**src/rtl/core/proximity_haptic_alert_controller_unit_assert.svh**
```systemverilog
// Assertion macros shared by the controller's RTL files.
// No dependencies; each file that checks itself includes this header.
`ifndef PROXIMITY_HAPTIC_ALERT_CONTROLLER_UNIT_ASSERT_SVH
`define PROXIMITY_HAPTIC_ALERT_CONTROLLER_UNIT_ASSERT_SVH

// Same-cycle implication, disabled during reset.
`define PHAC_ASSERT_NOW(lbl, clk, rst, ante, cons) \
   lbl: assert property (@(posedge clk) disable iff (rst) (ante) |-> (cons)) \
      else $error("phac assertion failed");

// Next-cycle implication, disabled during reset.
`define PHAC_ASSERT_NEXT(lbl, clk, rst, ante, cons) \
   lbl: assert property (@(posedge clk) disable iff (rst) (ante) |=> (cons)) \
      else $error("phac assertion failed");

`endif

```
**src/rtl/core/phac_pkg.sv**
```systemverilog
// Shared types, register indexes and pattern helpers for the haptic alert controller.
// No dependencies.
package phac_pkg;

   localparam int unsigned DIST_W   = 12;
   localparam int unsigned LIMIT_W  = 16;
   localparam int unsigned ACCEL_W  = 8;
   localparam int unsigned MAG_W    = 17;
   localparam int unsigned CSR_IDX_W = 3;
   localparam int unsigned CSR_DAT_W = 16;
   localparam int unsigned REQ_DATA_W = 64;
   localparam int unsigned RSP_DATA_W = 8;
   localparam int unsigned Q_DEPTH  = 4;
   localparam int unsigned Q_PTR_W  = $clog2(Q_DEPTH);
   localparam int unsigned Q_CNT_W  = $clog2(Q_DEPTH + 1);

   // register indexes
   localparam logic [CSR_IDX_W-1:0] CSR_NEAR_CM     = 3'd0;
   localparam logic [CSR_IDX_W-1:0] CSR_CLEAR_CM    = 3'd1;
   localparam logic [CSR_IDX_W-1:0] CSR_GESTURE_CM  = 3'd2;
   localparam logic [CSR_IDX_W-1:0] CSR_TILT_LIMIT  = 3'd3;
   localparam logic [CSR_IDX_W-1:0] CSR_CRASH_LIMIT = 3'd4;

   localparam logic [DIST_W-1:0]  NEAR_RST  = 12'd10;
   localparam logic [DIST_W-1:0]  CLEAR_RST = 12'd20;
   localparam logic [DIST_W-1:0]  GEST_RST  = 12'd5;
   localparam logic [LIMIT_W-1:0] TILT_RST  = 16'd4000;
   localparam logic [LIMIT_W-1:0] CRASH_RST = 16'd14400;

   // haptic pattern steps
   localparam logic [3:0] STEP_IDLE  = 4'd0;
   localparam logic [3:0] STEP_MID   = 4'd1;
   localparam logic [3:0] STEP_RIGHT = 4'd4;
   localparam logic [3:0] STEP_LEFT  = 4'd7;
   localparam logic [3:0] STEP_LAST  = 4'd9;
   localparam logic [1:0] HOLD_LAST  = 2'd2;
   localparam logic [3:0] BLINK_END  = 4'd9;
   localparam logic [3:0] SOS_TICK   = 4'd10;
   localparam logic [3:0] SOS_RELOAD = 4'd2;

   // classification of one transaction, passed front to back
   typedef struct packed {
      logic near_mid;
      logic near_rgt;
      logic near_lft;
      logic clr_mid;
      logic clr_rgt;
      logic clr_lft;
      logic gest_mid;
      logic gest_lft;
      logic tilt;
      logic crash;
   } class_type;

   // {left, right} vibrator drive for a pattern step
   function automatic logic [1:0] pattern_drive(input logic [3:0] step);
      logic [1:0] drv;
      case (step)
         4'd1, 4'd3: drv = 2'b11;
         4'd4, 4'd6: drv = 2'b01;
         4'd7, 4'd9: drv = 2'b10;
         default:    drv = 2'b00;
      endcase
      return drv;
   endfunction

   function automatic logic pattern_final(input logic [3:0] step);
      return (step == 4'd3) || (step == 4'd6) || (step == 4'd9);
   endfunction

   function automatic logic [3:0] blink_advance(input logic [3:0] n);
      logic [4:0] nx;
      nx = {1'b0, n} + 5'd1;
      if (n == 4'd0) return 4'd0;
      return (nx >= {1'b0, BLINK_END}) ? 4'd0 : nx[3:0];
   endfunction

   function automatic logic blink_lit(input logic [3:0] n);
      return ((n >= 4'd2) && (n <= 4'd4)) || ((n >= 4'd6) && (n <= 4'd8));
   endfunction

endpackage

```
**src/rtl/core/phac_front.sv**
```systemverilog
// Front end: holds the threshold registers and classifies each request transaction.
// Depends on phac_pkg.
module phac_front
   import phac_pkg::*;
(
   input  logic                  clock,
   input  logic                  reset,
   input  logic                  csr_we,
   input  logic [CSR_IDX_W-1:0]  csr_addr,
   input  logic [CSR_DAT_W-1:0]  csr_wdata,
   input  logic [DIST_W-1:0]     middle_cm,
   input  logic [DIST_W-1:0]     right_cm,
   input  logic [DIST_W-1:0]     left_cm,
   input  logic signed [ACCEL_W-1:0] accel_x,
   input  logic signed [ACCEL_W-1:0] accel_y,
   input  logic signed [ACCEL_W-1:0] accel_z,
   output class_type             cls
);

   logic [DIST_W-1:0]  near_ff, clear_ff, gest_ff;
   logic [LIMIT_W-1:0] tilt_ff, crash_ff;

   logic signed [2*ACCEL_W-1:0] sq_x, sq_y, sq_z;
   logic [MAG_W-1:0]            mag;

   always_ff @(posedge clock) begin
      if (reset) begin
         near_ff  <= NEAR_RST;
         clear_ff <= CLEAR_RST;
         gest_ff  <= GEST_RST;
         tilt_ff  <= TILT_RST;
         crash_ff <= CRASH_RST;
      end else if (csr_we) begin
         case (csr_addr)
            CSR_NEAR_CM:     near_ff  <= csr_wdata[DIST_W-1:0];
            CSR_CLEAR_CM:    clear_ff <= csr_wdata[DIST_W-1:0];
            CSR_GESTURE_CM:  gest_ff  <= csr_wdata[DIST_W-1:0];
            CSR_TILT_LIMIT:  tilt_ff  <= csr_wdata[LIMIT_W-1:0];
            CSR_CRASH_LIMIT: crash_ff <= csr_wdata[LIMIT_W-1:0];
            default: ;
         endcase
      end
   end

   // squares are at most 16384, so the low 15 bits carry them
   assign sq_x = accel_x * accel_x;
   assign sq_y = accel_y * accel_y;
   assign sq_z = accel_z * accel_z;
   assign mag  = {2'b00, sq_x[14:0]} + {2'b00, sq_y[14:0]} + {2'b00, sq_z[14:0]};

   always_comb begin
      cls.near_mid = middle_cm < near_ff;
      cls.near_rgt = right_cm  < near_ff;
      cls.near_lft = left_cm   < near_ff;
      cls.clr_mid  = middle_cm > clear_ff;
      cls.clr_rgt  = right_cm  > clear_ff;
      cls.clr_lft  = left_cm   > clear_ff;
      cls.gest_mid = middle_cm < gest_ff;
      cls.gest_lft = left_cm   < gest_ff;
      cls.tilt     = (mag > {1'b0, tilt_ff}) && !accel_y[ACCEL_W-1] && (accel_y != '0);
      cls.crash    = mag > {1'b0, crash_ff};
   end

endmodule

```
**src/rtl/core/phac_queue.sv**
```systemverilog
// Short FIFO of classified transactions between front and back.
// Depends on phac_pkg and the assertion header.
`include "proximity_haptic_alert_controller_unit_assert.svh"
module phac_queue
   import phac_pkg::*;
(
   input  logic      clock,
   input  logic      reset,
   input  logic      push,
   input  class_type push_data,
   output logic      full,
   input  logic      pop,
   output class_type pop_data,
   output logic      empty
);

   class_type          mem_ff [Q_DEPTH];
   logic [Q_PTR_W-1:0] wr_ptr_ff, wr_ptr_in;
   logic [Q_PTR_W-1:0] rd_ptr_ff, rd_ptr_in;
   logic [Q_CNT_W-1:0] count_ff, count_in;
   logic [Q_PTR_W-1:0] ptr_gap;
   logic               do_push, do_pop;

   assign full     = (count_ff == Q_CNT_W'(Q_DEPTH));
   assign empty    = (count_ff == '0);
   assign do_push  = push && !full;
   assign do_pop   = pop && !empty;
   assign pop_data = mem_ff[rd_ptr_ff];
   assign ptr_gap  = wr_ptr_ff - rd_ptr_ff;

   always_comb begin
      wr_ptr_in = do_push ? wr_ptr_ff + 1'b1 : wr_ptr_ff;
      rd_ptr_in = do_pop  ? rd_ptr_ff + 1'b1 : rd_ptr_ff;
      count_in  = count_ff;
      if (do_push && !do_pop) count_in = count_ff + 1'b1;
      else if (!do_push && do_pop) count_in = count_ff - 1'b1;
   end

   always_ff @(posedge clock) begin
      if (reset) begin
         wr_ptr_ff <= '0;
         rd_ptr_ff <= '0;
         count_ff  <= '0;
      end else begin
         wr_ptr_ff <= wr_ptr_in;
         rd_ptr_ff <= rd_ptr_in;
         count_ff  <= count_in;
      end
   end

   always_ff @(posedge clock) begin
      if (do_push) mem_ff[wr_ptr_ff] <= push_data;
   end

   `PHAC_ASSERT_NOW(q_count_bound, clock, reset, 1'b1, count_ff <= Q_CNT_W'(Q_DEPTH))
   `PHAC_ASSERT_NOW(q_ptr_gap, clock, reset, !full, count_ff[Q_PTR_W-1:0] == ptr_gap)

endmodule

```
**src/rtl/core/phac_back.sv**
```systemverilog
// Back end: warning, haptic pattern, blink and crash state plus the result register.
// Depends on phac_pkg and the assertion header.
`include "proximity_haptic_alert_controller_unit_assert.svh"
module phac_back
   import phac_pkg::*;
(
   input  logic                  clock,
   input  logic                  reset,
   input  class_type             cls,
   input  logic                  q_empty,
   output logic                  q_pop,
   output logic                  rsp_tvalid,
   input  logic                  rsp_tready,
   output logic [RSP_DATA_W-1:0] rsp_tdata
);

   logic       crash_ff, crash_in;
   logic       warn_mid_ff, warn_mid_in;
   logic       warn_rgt_ff, warn_rgt_in;
   logic       warn_lft_ff, warn_lft_in;
   logic [3:0] step_ff, step_in;
   logic [1:0] hold_ff, hold_in;
   logic [3:0] lblink_ff, lblink_in;
   logic [3:0] rblink_ff, rblink_in;
   logic [3:0] ctick_ff, ctick_in;
   logic       valid_ff, valid_in;
   logic [RSP_DATA_W-1:0] data_ff, data_in;

   logic       vib_l, vib_r, led, sos;
   logic [3:0] step_arm;
   logic [1:0] drv;

   assign q_pop = !q_empty && (!valid_ff || rsp_tready);

   always_comb begin
      crash_in    = crash_ff;
      warn_mid_in = warn_mid_ff;
      warn_rgt_in = warn_rgt_ff;
      warn_lft_in = warn_lft_ff;
      step_in     = step_ff;
      hold_in     = hold_ff;
      lblink_in   = lblink_ff;
      rblink_in   = rblink_ff;
      ctick_in    = ctick_ff;
      vib_l       = 1'b0;
      vib_r       = 1'b0;
      led         = 1'b0;
      sos         = 1'b0;
      step_arm    = step_ff;
      drv         = 2'b00;
      if (!crash_ff) begin
         led = cls.tilt;
         if (cls.crash) begin
            crash_in = 1'b1;
            ctick_in = '0;
         end
         // one new warning per transaction, middle first
         if (cls.near_mid && !warn_mid_ff) begin
            warn_mid_in = 1'b1;
            step_arm    = STEP_MID;
         end else if (cls.near_rgt && !warn_rgt_ff) begin
            warn_rgt_in = 1'b1;
            step_arm    = STEP_RIGHT;
         end else if (cls.near_lft && !warn_lft_ff) begin
            warn_lft_in = 1'b1;
            step_arm    = STEP_LEFT;
         end
         drv   = pattern_drive(step_arm);
         vib_l = drv[1];
         vib_r = drv[0];
         if (step_arm > STEP_LAST) begin
            step_in = STEP_IDLE;
            hold_in = '0;
         end else if (step_arm != STEP_IDLE) begin
            if (hold_ff >= HOLD_LAST) begin
               hold_in = '0;
               step_in = pattern_final(step_arm) ? STEP_IDLE : step_arm + 4'd1;
            end else begin
               step_in = step_arm;
               hold_in = hold_ff + 2'd1;
            end
         end else begin
            step_in = STEP_IDLE;
         end
         if (cls.clr_mid) warn_mid_in = 1'b0;
         if (cls.clr_lft) warn_lft_in = 1'b0;
         if (cls.clr_rgt) warn_rgt_in = 1'b0;
         // right blink follows the middle sensor
         lblink_in = blink_advance((cls.gest_lft && lblink_ff == '0) ? 4'd1 : lblink_ff);
         rblink_in = blink_advance((cls.gest_mid && rblink_ff == '0) ? 4'd1 : rblink_ff);
      end else begin
         vib_l = 1'b1;
         vib_r = 1'b1;
         led   = !ctick_ff[0];
         if (ctick_ff >= SOS_TICK) begin
            sos      = 1'b1;
            ctick_in = SOS_RELOAD;
         end else begin
            ctick_in = ctick_ff + 4'd1;
         end
      end
      data_in = {1'b0, sos, crash_in, led, blink_lit(rblink_in), blink_lit(lblink_in),
                 vib_r, vib_l};
      if (q_pop) valid_in = 1'b1;
      else if (rsp_tready) valid_in = 1'b0;
      else valid_in = valid_ff;
   end

   always_ff @(posedge clock) begin
      if (reset) begin
         crash_ff    <= 1'b0;
         warn_mid_ff <= 1'b0;
         warn_rgt_ff <= 1'b0;
         warn_lft_ff <= 1'b0;
         step_ff     <= STEP_IDLE;
         hold_ff     <= '0;
         lblink_ff   <= '0;
         rblink_ff   <= '0;
         ctick_ff    <= '0;
         valid_ff    <= 1'b0;
      end else begin
         valid_ff <= valid_in;
         if (q_pop) begin
            crash_ff    <= crash_in;
            warn_mid_ff <= warn_mid_in;
            warn_rgt_ff <= warn_rgt_in;
            warn_lft_ff <= warn_lft_in;
            step_ff     <= step_in;
            hold_ff     <= hold_in;
            lblink_ff   <= lblink_in;
            rblink_ff   <= rblink_in;
            ctick_ff    <= ctick_in;
         end
      end
   end

   always_ff @(posedge clock) begin
      if (q_pop) data_ff <= data_in;
   end

   assign rsp_tvalid = valid_ff;
   assign rsp_tdata  = data_ff;

   `PHAC_ASSERT_NEXT(bk_crash_sticks, clock, reset, crash_ff, crash_ff)
   `PHAC_ASSERT_NOW(bk_sos_in_crash, clock, reset, valid_ff && data_ff[6], data_ff[5])
   `PHAC_ASSERT_NEXT(bk_hold, clock, reset, valid_ff && !rsp_tready, valid_ff && $stable(data_ff))

endmodule

```
**src/rtl/core/proximity_haptic_alert_controller_unit.sv**
```systemverilog
// Proximity haptic alert controller: front classifier, transaction queue, back end.
// Requests are classified on acceptance, queued, then popped into the result register;
// throughput 1 transaction per cycle unless the response side stalls.
// The 4-entry queue lets the request side run on while the response side stalls.
// Reset: synchronous, active high; thresholds to defaults, alert and queue state clear.
module proximity_haptic_alert_controller_unit
   import phac_pkg::*;
(
   input  logic                  clock,
   input  logic                  reset,
   input  logic                  csr_we,
   input  logic [CSR_IDX_W-1:0]  csr_addr,
   input  logic [CSR_DAT_W-1:0]  csr_wdata,
   input  logic                  req_tvalid,
   output logic                  req_tready,
   // middle_cm, right_cm, left_cm, accel_x, accel_y, accel_z, zero pad
   input  logic [REQ_DATA_W-1:0] req_tdata,
   output logic                  rsp_tvalid,
   input  logic                  rsp_tready,
   // vib_left, vib_right, left_signal, right_signal, status_led, crashed, send_sos, pad
   output logic [RSP_DATA_W-1:0] rsp_tdata
);

   class_type front_cls, back_cls;
   logic      q_full, q_empty, q_pop;

   phac_front u_front (
      .clock     (clock),
      .reset     (reset),
      .csr_we    (csr_we),
      .csr_addr  (csr_addr),
      .csr_wdata (csr_wdata),
      .middle_cm (req_tdata[11:0]),
      .right_cm  (req_tdata[23:12]),
      .left_cm   (req_tdata[35:24]),
      .accel_x   (req_tdata[43:36]),
      .accel_y   (req_tdata[51:44]),
      .accel_z   (req_tdata[59:52]),
      .cls       (front_cls)
   );

   assign req_tready = !q_full;

   phac_queue u_queue (
      .clock     (clock),
      .reset     (reset),
      .push      (req_tvalid),
      .push_data (front_cls),
      .full      (q_full),
      .pop       (q_pop),
      .pop_data  (back_cls),
      .empty     (q_empty)
   );

   phac_back u_back (
      .clock      (clock),
      .reset      (reset),
      .cls        (back_cls),
      .q_empty    (q_empty),
      .q_pop      (q_pop),
      .rsp_tvalid (rsp_tvalid),
      .rsp_tready (rsp_tready),
      .rsp_tdata  (rsp_tdata)
   );

endmodule

```
**config.mk**
```make
export PLATFORM = sky130hd
export DESIGN_NAME = proximity_haptic_alert_controller_unit
export DESIGN_NICKNAME = d
export VERILOG_FILES = /design/src/rtl/core/phac_pkg.sv /design/src/rtl/core/phac_front.sv /design/src/rtl/core/phac_queue.sv /design/src/rtl/core/phac_back.sv /design/src/rtl/core/proximity_haptic_alert_controller_unit.sv
export VERILOG_INCLUDE_DIRS = /design/src /design/src/rtl/core
export SDC_FILE = /design/constraint.sdc
export NUM_CORES = 1
export LEC_CHECK = 0
export BUFFER_PORTS_ARGS = -buffer_cell sky130_fd_sc_hd__buf_2
export CORE_MARGIN = 2
export CORE_UTILIZATION = 50
export CTS_CLUSTER_SIZE = 20
export DETAILED_ROUTE_END_ITERATION = 7
export PLACE_DENSITY = 0.68
export SLEW_MARGIN = 20
export SYNTH_ARGS = -nofsm -noshare
export SYNTH_HDL_FRONTEND = slang
export SYNTH_SLANG_ARGS = --single-unit
```
**constraint.sdc**
```tcl
create_clock -name clock -period 9.4 [get_ports clock]
set_input_delay 1.41 -clock clock [delete_from_list [all_inputs] [get_ports clock]]
set_output_delay 1.41 -clock clock [all_outputs]
set_load 0.1 [all_outputs]
```
==> results of run 1 <==
[cells in the mapped netlist (all sizes together) (17+ instances only)]
| cell | n | area [µm²] |
|---|---|---|
| nor3 | 22 | 110 |
| nor2b | 30 | 203 |
| a211oi | 17 | 128 |
| nor2 | 90 | 338 |
| nand2 | 215 | 807 |
| nand2b | 22 | 138 |
| inv | 282 | 1060 |
| xnor2 | 64 | 561 |
| xor2 | 24 | 210 |
| and2 | 47 | 294 |
| dfxtp | 100 | 2000 |
| edfxtp | 47 | 1410 |
| o21ai | 62 | 310 |
| a21o | 43 | 323 |
| ha | 246 | 3080 |
| clkbuf | 43 | 163 |
| fa | 123 | 2460 |
| a21oi | 125 | 626 |
[kinds of logic (layout without fill, tap and decap cells)]
logic type | Yosys count | in the layout | synth area share [%]
other | 1 | 2 | 0.0239
XOR/XNOR | 88 | 88 | 4.90
flip-flops | 147 | 147 | 21.7
multiplexers | 15 | 15 | 1.93
AO/OA/AOI/OAI | 330 | 330 | 13.3
AND/OR/NAND/NOR | 498 | 498 | 14.9
adder cells (fa/ha/maj) | 369 | 369 | 35.3
buffers and inverters | 329 | 409 | 7.94
[critical path, delay by kind of cell]
family,cells,cell delay (ns)
adders and majority gates,8,2.96
buffers and inverters,5,0.48
AOI/OAI and AO/OA,12,2.52
xor gates and xnor gates,3,0.51
and+or+nand+nor,9,1.02
[flip-flops by register name (all words and copies together), names as in the netlist, 4 cells and up, named ones only]
| signal | flops |
|---|---|
| u_back.rsp_tdata | 7 |
| u_front.tilt_ff | 16 |
| u_front.clear_ff | 12 |
| u_back.ctick_ff | 4 |
| u_front.near_ff | 12 |
| u_back.lblink_ff | 4 |
| u_queue.mem_ff | 40 |
| u_back.step_ff | 4 |
| u_front.gest_ff | 12 |
| u_front.crash_ff | 16 |
| u_back.rblink_ff | 4 |
[per-layer routing]
layer / track usage, % / vias up / wire length [µm]
met1: 28.5 / 5762 / 15800
met2: 34.8 / 172 / 15600
met3: 2.80 / 26 / 961
met5: 0 / - / 13
met4: 3.71 / 2 / 257
li1: - / 6063 / -
[cell type report]
| class | count | share of cell area, % |
|---|---|---|
| clock inverters | 15 | 0.951 |
| flip-flops and latches | 147 | 20.0 |
| well taps | 396 | 2.90 |
| repair buffers | 95 | 2.82 |
| clock buffers | 17 | 2.49 |
| inverters | 282 | 6.19 |
| multi-input cells | 1301 | 64.7 |
| diodes | 1 | 0.0146 |
[path summary, 6_finish.rpt]
check / from / cells after the start / endpoint / slack (ns)
worst max register to register: register / 9 / u_back.step_ff[3] / 5.86
worst min register to register: u_front.crash_ff[5] / 2 / u_front.crash_ff[5] / 0.45
worst max-delay path: req_tdata[47] / 37 / u_queue.mem_ff[0][1] / 0.65
worst min-delay path: u_front.crash_ff[5] / 2 / u_front.crash_ff[5] / 0.45
[per-stage QoR]
step / setup WS, ns / cell area [µm²] / hold WS (ns)
6_report: 0.649 / 17100 / 0.455
3_3_place_gp: 0.521 / 16500 / 0.444
5_1_grt: 0.0381 / 17100 / 0.473
3_5_place_dp: 0.275 / 16500 / 0.446
4_1_cts: 0.691 / 17100 / 0.456
2_1_floorplan: 1.18 / 15700 / 0.436
==> summary.md, run 1 <==
| Metric | Value |
|---|---|
| Largest stage delay on the critical path | `0.61 ns` |
| PortBufs | `92` |
| Final setup fails | `0` |
| Maximum operating frequency | `0.114 GHz` |
| Final cell count without fillers | `2,254` |
| Crit-path slowest cell | `fa_1` |
| Register area share after synthesis | `21.7%` |
| Worst Skew | `0.00987 ns` |
| Share of layout cells above drive strength 1 | `8.08%` |
| Unrepaired setup endpoints after global routing | `false` |
| Area growth from synthesis to layout | `8.78%` |
| CTS buffer count | `17` |
| CP Capture Type | `register` |
| Post-synth EDFFs | `47` |
| Via count | `12,000` |
| Core area | `30,700 µm²` |
| Max Cap Viol | `0` |
| First-pass GRT wire length | `56,200 µm` |
| Die width | `181 µm` |
| Post-Place Cells | `2,221` |
| Syn Inst Count | `1,777` |
| Setup Buffers After CTS | `0` |
| DRC errors left | `0` |
| Die area | `32,900 µm²` |
| Initial antenna violation count | `2` |
| Vias in the first global route | `12,000` |
| Yosys cell types | `63` |
| Post-DP HPWL | `26,500 µm` |
| Final Cycle Share | `93.1%` |
| Routed WL | `32,600 µm` |
| Crit path kind | `input port to register` |
| Mapped Area | `15,700 µm²` |
| Initial core utilization | `51.1%` |
| Nets@finish | `2,301` |
| Arr. time, crit path | `8.91 ns` |
| Setup_tns | `0 ns` |
| Worst Hold Class | `register to register` |
| Ys Warns | `0` |
| Detail Route Antenna Nets | `0` |
| Die H | `181 µm` |
| Total global routing overflow | `0` |
| Async SR Flop Fraction | `0%` |
| Commonest non-fill, non-tap cell in the layout | `inv_1` |
| Syn Area/Cell | `8.84 µm²` |
| Synth Register Bits | `147` |
| Slew Viols, Final | `0` |
| Slew @ Worst Pin | `1.06 ns` |
| Worst Path Max Fanout | `9` |
| Initial drt markers | `585` |
| Reg clk slew, reported paths | `0.07 ns` |
| Multi-input logic area | `11,100 µm²` |
| DR WL/cell | `14.5 µm` |
| CTS tree | `done` |
| CP Data Required Time | `9.56 ns` |
| Main synth FF type | `dfxtp_1` |
| # IOs | `98` |
| Pre-antenna DRT Iters | `5` |
| CTS hold repair buffers | `0` |
| Clock Sinks | `147` |
| Largest net degree at the start of global routing | `99` |
| Via density per instance | `5.33` |
| Final core utilization | `55.6%` |
| CP most frequent cell | `ha_1` |
| FF+latch area | `3410 µm²` |
| Clock Tree Root | `clkbuf_16` |
| Core Rows | `64` |
| CTS resizes | `0` |
| Commonest cells after routing, fill and taps aside | `282 x inv_1, 246 x ha_1, 215 x nand2_1` |
| CTS Buffer Depth | `2` |
| RD Place Congestion | `0.865` |
| Hold Vio Cnt, Final | `0` |
| Clock Latency Late Sink | `0.43 ns` |
| Net Count, Synth | `2,234` |
| Tot GR Track Use | `20.6%` |
| Fillers | `2,900` |
| Run status | `finished clean` |
| Min Tclk post-route | `8.75 ns` |
| Startpoint types | `input port` |
| Slew HR | `29.6%` |
| CTS H-Tree Depth | `4` |
Power of run 1 is not shown: default switching activity piles up to over one toggle a cycle in this logic, so the estimate is an artifact.
==> run 2, diff against run 1 <==
SYNTH_HIERARCHICAL = 1   (was not set)
==> summary.md, run 2 <==
| Metric | Value |
|---|---|
| Most frequent cell after synthesis | `inv_1` |
| Core area | `31,300 µm² (+1.8%)` |
| Die width | `182 µm (+0.30%)` |
| Reg clk slew, reported paths | `0.06 ns (about the same)` |
| Final Cycle Share | `93.0% (about the same)` |
| Post-Place Cells | `2,207 (-0.63%)` |
| CTS hold repair buffers | `0 (unchanged)` |
| Async SR Flop Fraction | `0% (unchanged)` |
| Tot GR Track Use | `20.9% (+0.32 points)` |
| PortBufs | `92 (unchanged)` |
| Largest cells by area after synthesis | `ha_1 18%, fa_1 17%, dfxtp_1 13%` |
| Largest register FFs | `40 (unchanged)` |
| Main synth FF type | `dfxtp_1` |
| Startpoint types | `input port` |
| Min Tclk post-route | `8.74 ns (-0.00759 ns)` |
| Initial core utilization | `50.5% (-0.61 points)` |
| Total global routing overflow | `0 (unchanged)` |
| Unrepaired setup endpoints after global routing | `false` |
| CTS resizes | `0 (unchanged)` |
| Routed WL | `33,200 µm (+1.6%)` |
| Post-synth EDFFs | `47 (unchanged)` |
| Slew Viols, Final | `0 (unchanged)` |
| CTS tree | `done` |
| Final setup fails | `0 (unchanged)` |
| Yosys cell types | `92 (+46%)` |
| CP Capture Type | `register` |
| # IOs | `98 (unchanged)` |
| Share of layout cells above drive strength 1 | `9.96% (+1.9 points)` |
| Post-DP HPWL | `26,900 µm (+1.7%)` |
| Synth top area share | `17.9% (-1.7 points)` |
| Slew HR | `32.6% (+3.0 points)` |
| Hold Vio Cnt, Final | `0 (unchanged)` |
| Ys Warns | `6 (+6)` |
| Commonest non-fill, non-tap cell in the layout | `inv_1` |
| Worst Path Max Fanout | `8 (-1)` |
| Die H | `182 µm (+0.30%)` |
| Nets@finish | `2,274 (-1.2%)` |
| Via density per instance | `5.32 (-0.23%)` |
| Place WS | `0.319 ns (+0.0439 ns)` |
| Largest regs | `u_queue/mem_ff: 40 flops, u_front/crash_ff: 16 flops, u_front/tilt_ff: 16 flops` |
| Clock Latency Late Sink | `0.41 ns (-0.02 ns)` |
| Pre-antenna DRT Iters | `7 (+2)` |
| Synth top cells by count | `317 x inv_1, 226 x ha_1, 185 x nand2_1` |
| Syn Inst Count | `1,756 (-1.2%)` |
| CTS Buffer Depth | `2 (unchanged)` |
| Area growth from synthesis to layout | `8.81% (about the same)` |
| Commonest cells after routing, fill and taps aside | `317 x inv_1, 226 x ha_1, 185 x nand2_1` |
| Register area share after synthesis | `21.6% (-0.13 points)` |
| Initial antenna violation count | `3 (+1)` |
| Die area | `33,100 µm² (+0.61%)` |
| Maximum operating frequency | `0.114 GHz (about the same)` |
| Largest area contributor in the netlist | `ha_1` |
| Run status | `finished clean` |
| Final cell count without fillers | `2,242 (-0.53%)` |
| Worst Slack Setup Final | `0.656 ns (+0.00758 ns)` |
| Arr. time, crit path | `8.88 ns (-0.03 ns)` |
| Mapped Area | `15,800 µm² (+0.62%)` |
| Crit-path slowest cell | `fa_1` |
| Largest net degree at the start of global routing | `99 (unchanged)` |
| Detail Route Antenna Nets | `0 (unchanged)` |
| Worst Skew | `0.0104 ns (+0.000560 ns)` |
| Net Count, Synth | `2,206 (-1.3%)` |
| Reg with most FFs | `u_queue/mem_ff` |
| RD Place Congestion | `0.877 (+1.4%)` |
| Worst Hold Class | `register to register` |
| Core Rows | `65 (+1.6%)` |
| Max Cap Viol | `0 (unchanged)` |
| DR WL/cell | `14.8 µm (+2.1%)` |
| Clock Tree Root | `clkbuf_16` |
| Syn Area/Cell | `9.01 µm² (+1.8%)` |
| Setup Buffers After CTS | `0 (unchanged)` |
| Setup_tns | `0 ns (unchanged)` |
| Hold Crit Depth | `2 (unchanged)` |
| Initial drt markers | `665 (+14%)` |
| Largest stage delay on the critical path | `0.55 ns (-0.06 ns)` |
| Crit path kind | `input port to register` |
| CP Data Required Time | `9.53 ns (-0.03 ns)` |
| Clock Sinks | `147 (unchanged)` |
| Slew @ Worst Pin | `1.01 ns (-0.0449 ns)` |
| Synth Register Bits | `147 (unchanged)` |
| CTS buffer count | `17 (unchanged)` |
| First-pass GRT wire length | `57,000 µm (+1.5%)` |
| WHS | `0.453 ns (-0.00214 ns)` |
| Vias in the first global route | `12,000 (-0.10%)` |
| Worst r2r path cells | `8 (-1)` |
| DRC errors left | `0 (unchanged)` |
| Via count | `11,900 (-0.77%)` |
| CTS H-Tree Depth | `4 (unchanged)` |
## run 2: cell count changes after synthesis, sizes merged, moves of 7 or more
cell	delta
a31oi	+7
buf	+8
clkbuf	-12
fa	+13
ha	-20
inv	+36
nand2	-29
nor2	-11
nor2b	-11
o21ai	-26
xnor2	-12
## run 2: final cells by class
cell class / count / area [µm²]
Clock buffer: 21 / 474
Sequential cell: 147 / 3410
Inverter: 320 / 1200
Fill cell: 2804 / 14100
Multi-Input combinational cell: 1245 / 11000
Tap cell: 402 / 503
Antenna cell: 3 / 7.51
Clock inverter: 11 / 140
Timing Repair Buffer: 93 / 468
## run 2: path summary, 6_finish.rpt
| check | slack [ns] | end | from |
|---|---|---|---|
| worst min-delay path | 0.45 | u_front/gest_ff[11] | u_front/gest_ff[11] |
| worst max-delay path | 0.66 | u_queue/mem_ff[2][1] | req_tdata[59] |
| worst max register to register | 6.18 | u_back/rsp_tdata[3] | register |
| worst min register to register | 0.45 | u_front/gest_ff[11] | u_front/gest_ff[11] |
## run 2: per-stage QoR
| stage | util [%] | area, µm² |
|---|---|---|
| after detailed placement | 53.0 | 16600 |
| after floorplan | - | 15800 |
| after global placement | 53.0 | 16600 |
| after CTS | 54.9 | 17200 |
| after global routing | 54.9 | 17200 |
| final | 55.0 | 17200 |
## run 2: cell families (layout without fill, tap and decap cells)
| logic type | count (synthesis) | after routing | synth area share (%) |
|---|---|---|---|
| xor gates and xnor gates | 80 | 80 | 4.43 |
| DFF | 147 | 147 | 21.6 |
| muxes | 16 | 16 | 1.84 |
| other | 1 | 4 | 0.0237 |
| adders and majority gates | 362 | 362 | 35.1 |
| AOI/OAI and AO/OA | 310 | 310 | 13.1 |
| buffers and inverters | 364 | 445 | 8.87 |
| and+or+nand+nor | 476 | 476 | 15.1 |
## run 2: per-layer routing
| metal | global-route usage (%) | share of wire (%) | up-vias |
|---|---|---|---|
| li1 | - | - | 5992 |
| met1 | 29.1 | 48 | 5690 |
| met2 | 35.5 | 48 | 225 |
| met3 | 2.47 | 3.4 | 26 |
| met4 | 3.67 | 0.72 | 0 |
| met5 | 0 | 0 | - |
## run 2: critical path, delay by kind of cell
family / cells / cell delay (ns)
XOR/XNOR: 2 / 0.43
AO/OA/AOI/OAI: 10 / 2.22
adder cells (fa/ha/maj): 8 / 3.35
AND/OR/NAND/NOR: 4 / 0.68
buffers and inverters: 7 / 0.77
Power of run 2 is left out for the same reason.
==> run 3, diff against run 2 <==
ABC_AREA = 1   (was not set)
==> summary.md, run 3 <==
| Metric | Value |
|---|---|
| Run status | `finished clean` |
| Die area | `33,500 µm² (+1.3%)` |
| Commonest non-fill, non-tap cell in the layout | `inv_1` |
| CTS tree | `done` |
| Initial drt markers | `628 (-5.6%)` |
| Core area | `31,600 µm² (+0.78%)` |
| Unrepaired setup endpoints after global routing | `false` |
| Register area share after synthesis | `21.3% (-0.27 points)` |
| Largest register FFs | `40 (unchanged)` |
| Final Cell Area | `17,300 µm² (+0.80%)` |
| Largest cells by area after synthesis | `ha_1 18%, fa_1 17%, dfxtp_1 12%` |
| Final setup fails | `0 (unchanged)` |
| Synth top cells by count | `445 x inv_1, 274 x nand2_1, 226 x ha_1` |
| DR WL/cell | `13.9 µm (-5.8%)` |
| Die H | `183 µm (+0.63%)` |
| Reg clk slew, reported paths | `0.06 ns (about the same)` |
| Crit-path slowest cell | `fa_1` |
| Slew HR | `33.0% (+0.44 points)` |
| Syn Inst Count | `1,997 (+14%)` |
| Syn Area/Cell | `8.02 µm² (-11%)` |
| Yosys cell types | `58 (-37%)` |
| Hold Vio Cnt, Final | `0 (unchanged)` |
| Largest stage delay on the critical path | `0.55 ns (about the same)` |
| Crit path kind | `input port to register` |
| Die width | `183 µm (+0.63%)` |
| Setup_tns | `0 ns (unchanged)` |
| Setup Buffers After CTS | `0 (unchanged)` |
| CTS H-Tree Depth | `4 (unchanged)` |
| Final core utilization | `55.0% (about the same)` |
| Post-placement cell area | `16,700 µm² (+0.97%)` |
| Commonest cells after routing, fill and taps aside | `444 x inv_1, 274 x nand2_1, 226 x ha_1` |
| Min-Delay Startpoint | `u_front/crash_ff[4]` |
| RD Place Congestion | `0.879 (+0.16%)` |
| Core Rows | `65 (unchanged)` |
| Largest area contributor in the netlist | `ha_1` |
| Max Cap Viol | `0 (unchanged)` |
| Synth Register Bits | `147 (unchanged)` |
| Reg with most FFs | `u_queue/mem_ff` |
| Nets@finish | `2,505 (+10%)` |
| CTS buffer count | `17 (unchanged)` |
| Post-synth EDFFs | `47 (unchanged)` |
| Antenna Cells | `0 (-3)` |
| Via count | `12,800 (+7.3%)` |
| Total global routing overflow | `0 (unchanged)` |
| DRC errors left | `0 (unchanged)` |
| Final Cycle Share | `88.5% (-4.5 points)` |
| Share of layout cells above drive strength 1 | `8.85% (-1.1 points)` |
| Initial core utilization | `50.8% (+0.26 points)` |
| CP Capture Type | `register` |
| First-pass GRT wire length | `58,300 µm (+2.3%)` |
| Main synth FF type | `dfxtp_1` |
| PortBufs | `92 (unchanged)` |
| Worst Path Max Fanout | `9 (+1)` |
| Post-DP HPWL | `28,400 µm (+5.5%)` |
| Worst Hold Class | `register to register` |
| Min Tclk post-route | `8.32 ns (-0.426 ns)` |
| CTS hold repair buffers | `0 (unchanged)` |
| Mapped Area | `16,000 µm² (+1.3%)` |
| Worst Skew | `0.00510 ns (-0.00534 ns)` |
| CTS Buffer Depth | `2 (unchanged)` |
| Hold EP | `u_front/crash_ff[4]` |
| Most frequent cell after synthesis | `inv_1` |
| Async SR Flop Fraction | `0% (unchanged)` |
| Reg2reg end | `u_back/hold_ff[0]` |
| Arr. time, crit path | `8.45 ns (-0.43 ns)` |
| Worst r2r path cells | `13 (+5)` |
| Vias in the first global route | `12,800 (+7.2%)` |
| Initial antenna violation count | `0 (-3)` |
| Via density per instance | `5.18 (-2.6%)` |
| Largest regs | `u_queue/mem_ff: 40 flops, u_front/crash_ff: 16 flops, u_front/tilt_ff: 16 flops` |
| Slew Viols, Final | `0 (unchanged)` |
| Maximum operating frequency | `0.120 GHz (+5.1%)` |
| Clock Sinks | `147 (unchanged)` |
| CP most frequent cell | `inv_1` |
| Net Count, Synth | `2,447 (+11%)` |
| Startpoint types | `input port` |
| Pre-antenna DRT Iters | `5 (-2)` |
| Ys Warns | `6 (unchanged)` |
| CTS resizes | `0 (unchanged)` |
| Tot GR Track Use | `21.3% (+0.38 points)` |
| Clock Latency Late Sink | `0.42 ns (about the same)` |
| CP Data Required Time | `9.53 ns (about the same)` |
| # IOs | `98 (unchanged)` |
| Clock Tree Root | `clkbuf_16` |
| R2r setup slk | `6.09 ns (-0.09 ns)` |
| Detail Route Antenna Nets | `0 (unchanged)` |
| Routed WL | `34,400 µm (+3.8%)` |
| Largest net degree at the start of global routing | `39 (-61%)` |
| Hold Crit Depth | `2 (unchanged)` |
| WHS | `0.468 ns (+0.0151 ns)` |
| Slew @ Worst Pin | `1.00 ns (-0.0103 ns)` |
| Area growth from synthesis to layout | `8.28%` |
| Synth top area share | `17.7% (-0.23 points)` |
run 3: changes by cell type after synthesis, sizes merged, moves of 33 or more:
cell,before,now
inv,318,460
nor2,79,113
o21ai,36,120
a21oi,119,171
nand3,19,64
a21o,37,4
nand2,186,291
and2,49,0
run 3: worst max-delay path by stage:
stage	startpoint	to	slack (ns)	cells after the start
after global routing	req_tdata[37]	u_queue/mem_ff[3][0]	0.48	39
after floorplan	req_tdata[37]	u_queue/mem_ff[0][0]	1.66	39
after CTS	req_tdata[37]	u_queue/mem_ff[3][0]	1.10	37
final	req_tdata[37]	u_queue/mem_ff[3][0]	1.08	37
after global placement	req_tdata[37]	u_queue/mem_ff[3][0]	0.82	37
after detailed placement	req_tdata[37]	u_queue/mem_ff[2][0]	0.68	37
run 3: cells by family after synthesis:
logic type,synth area share (%)
buf+inv,12.4
compound gates,12.9
simple gates,14.6
xor+xnor,4.16
other cells,0.0234
flops,21.3
fa+ha+maj,34.7
run 3: cell type report:
class	count	area [µm²]
Multi-Input combinational cell	1334	10600
Sequential cell	147	3410
Clock inverter	15	171
Clock buffer	17	425
Fill cell	2979	14200
Timing Repair Buffer	93	468
Inverter	462	1740
Tap cell	402	503
run 3: critical path, delay by kind of cell:
kind,cells,cell delay (ns)
adders and majority gates,8,3.26
AOI/OAI and AO/OA,7,1.51
xor gates and xnor gates,2,0.26
and+or+nand+nor,12,1.45
buffers and inverters,8,0.56
run 3: routing by layer:
layer / track usage [%] / up-vias / part of all wire (%)
li1: - / 6492 / -
met1: 25.1 / 6057 / 43
met3: 2.30 / 49 / 2.7
met5: 0 / - / 0
met4: 6.66 / 0 / 2.4
met2: 40.3 / 202 / 52
run 3: metrics by stage:
stage | setup WS (ns) | cells
2_1_floorplan | 1.66 | 1997
3_3_place_gp | 0.820 | 2438
3_5_place_dp | 0.675 | 2438
4_1_cts | 1.10 | 2470
5_1_grt | 0.476 | 2470
6_report | 1.08 | 2470
Power of run 3 is left out for the same reason.
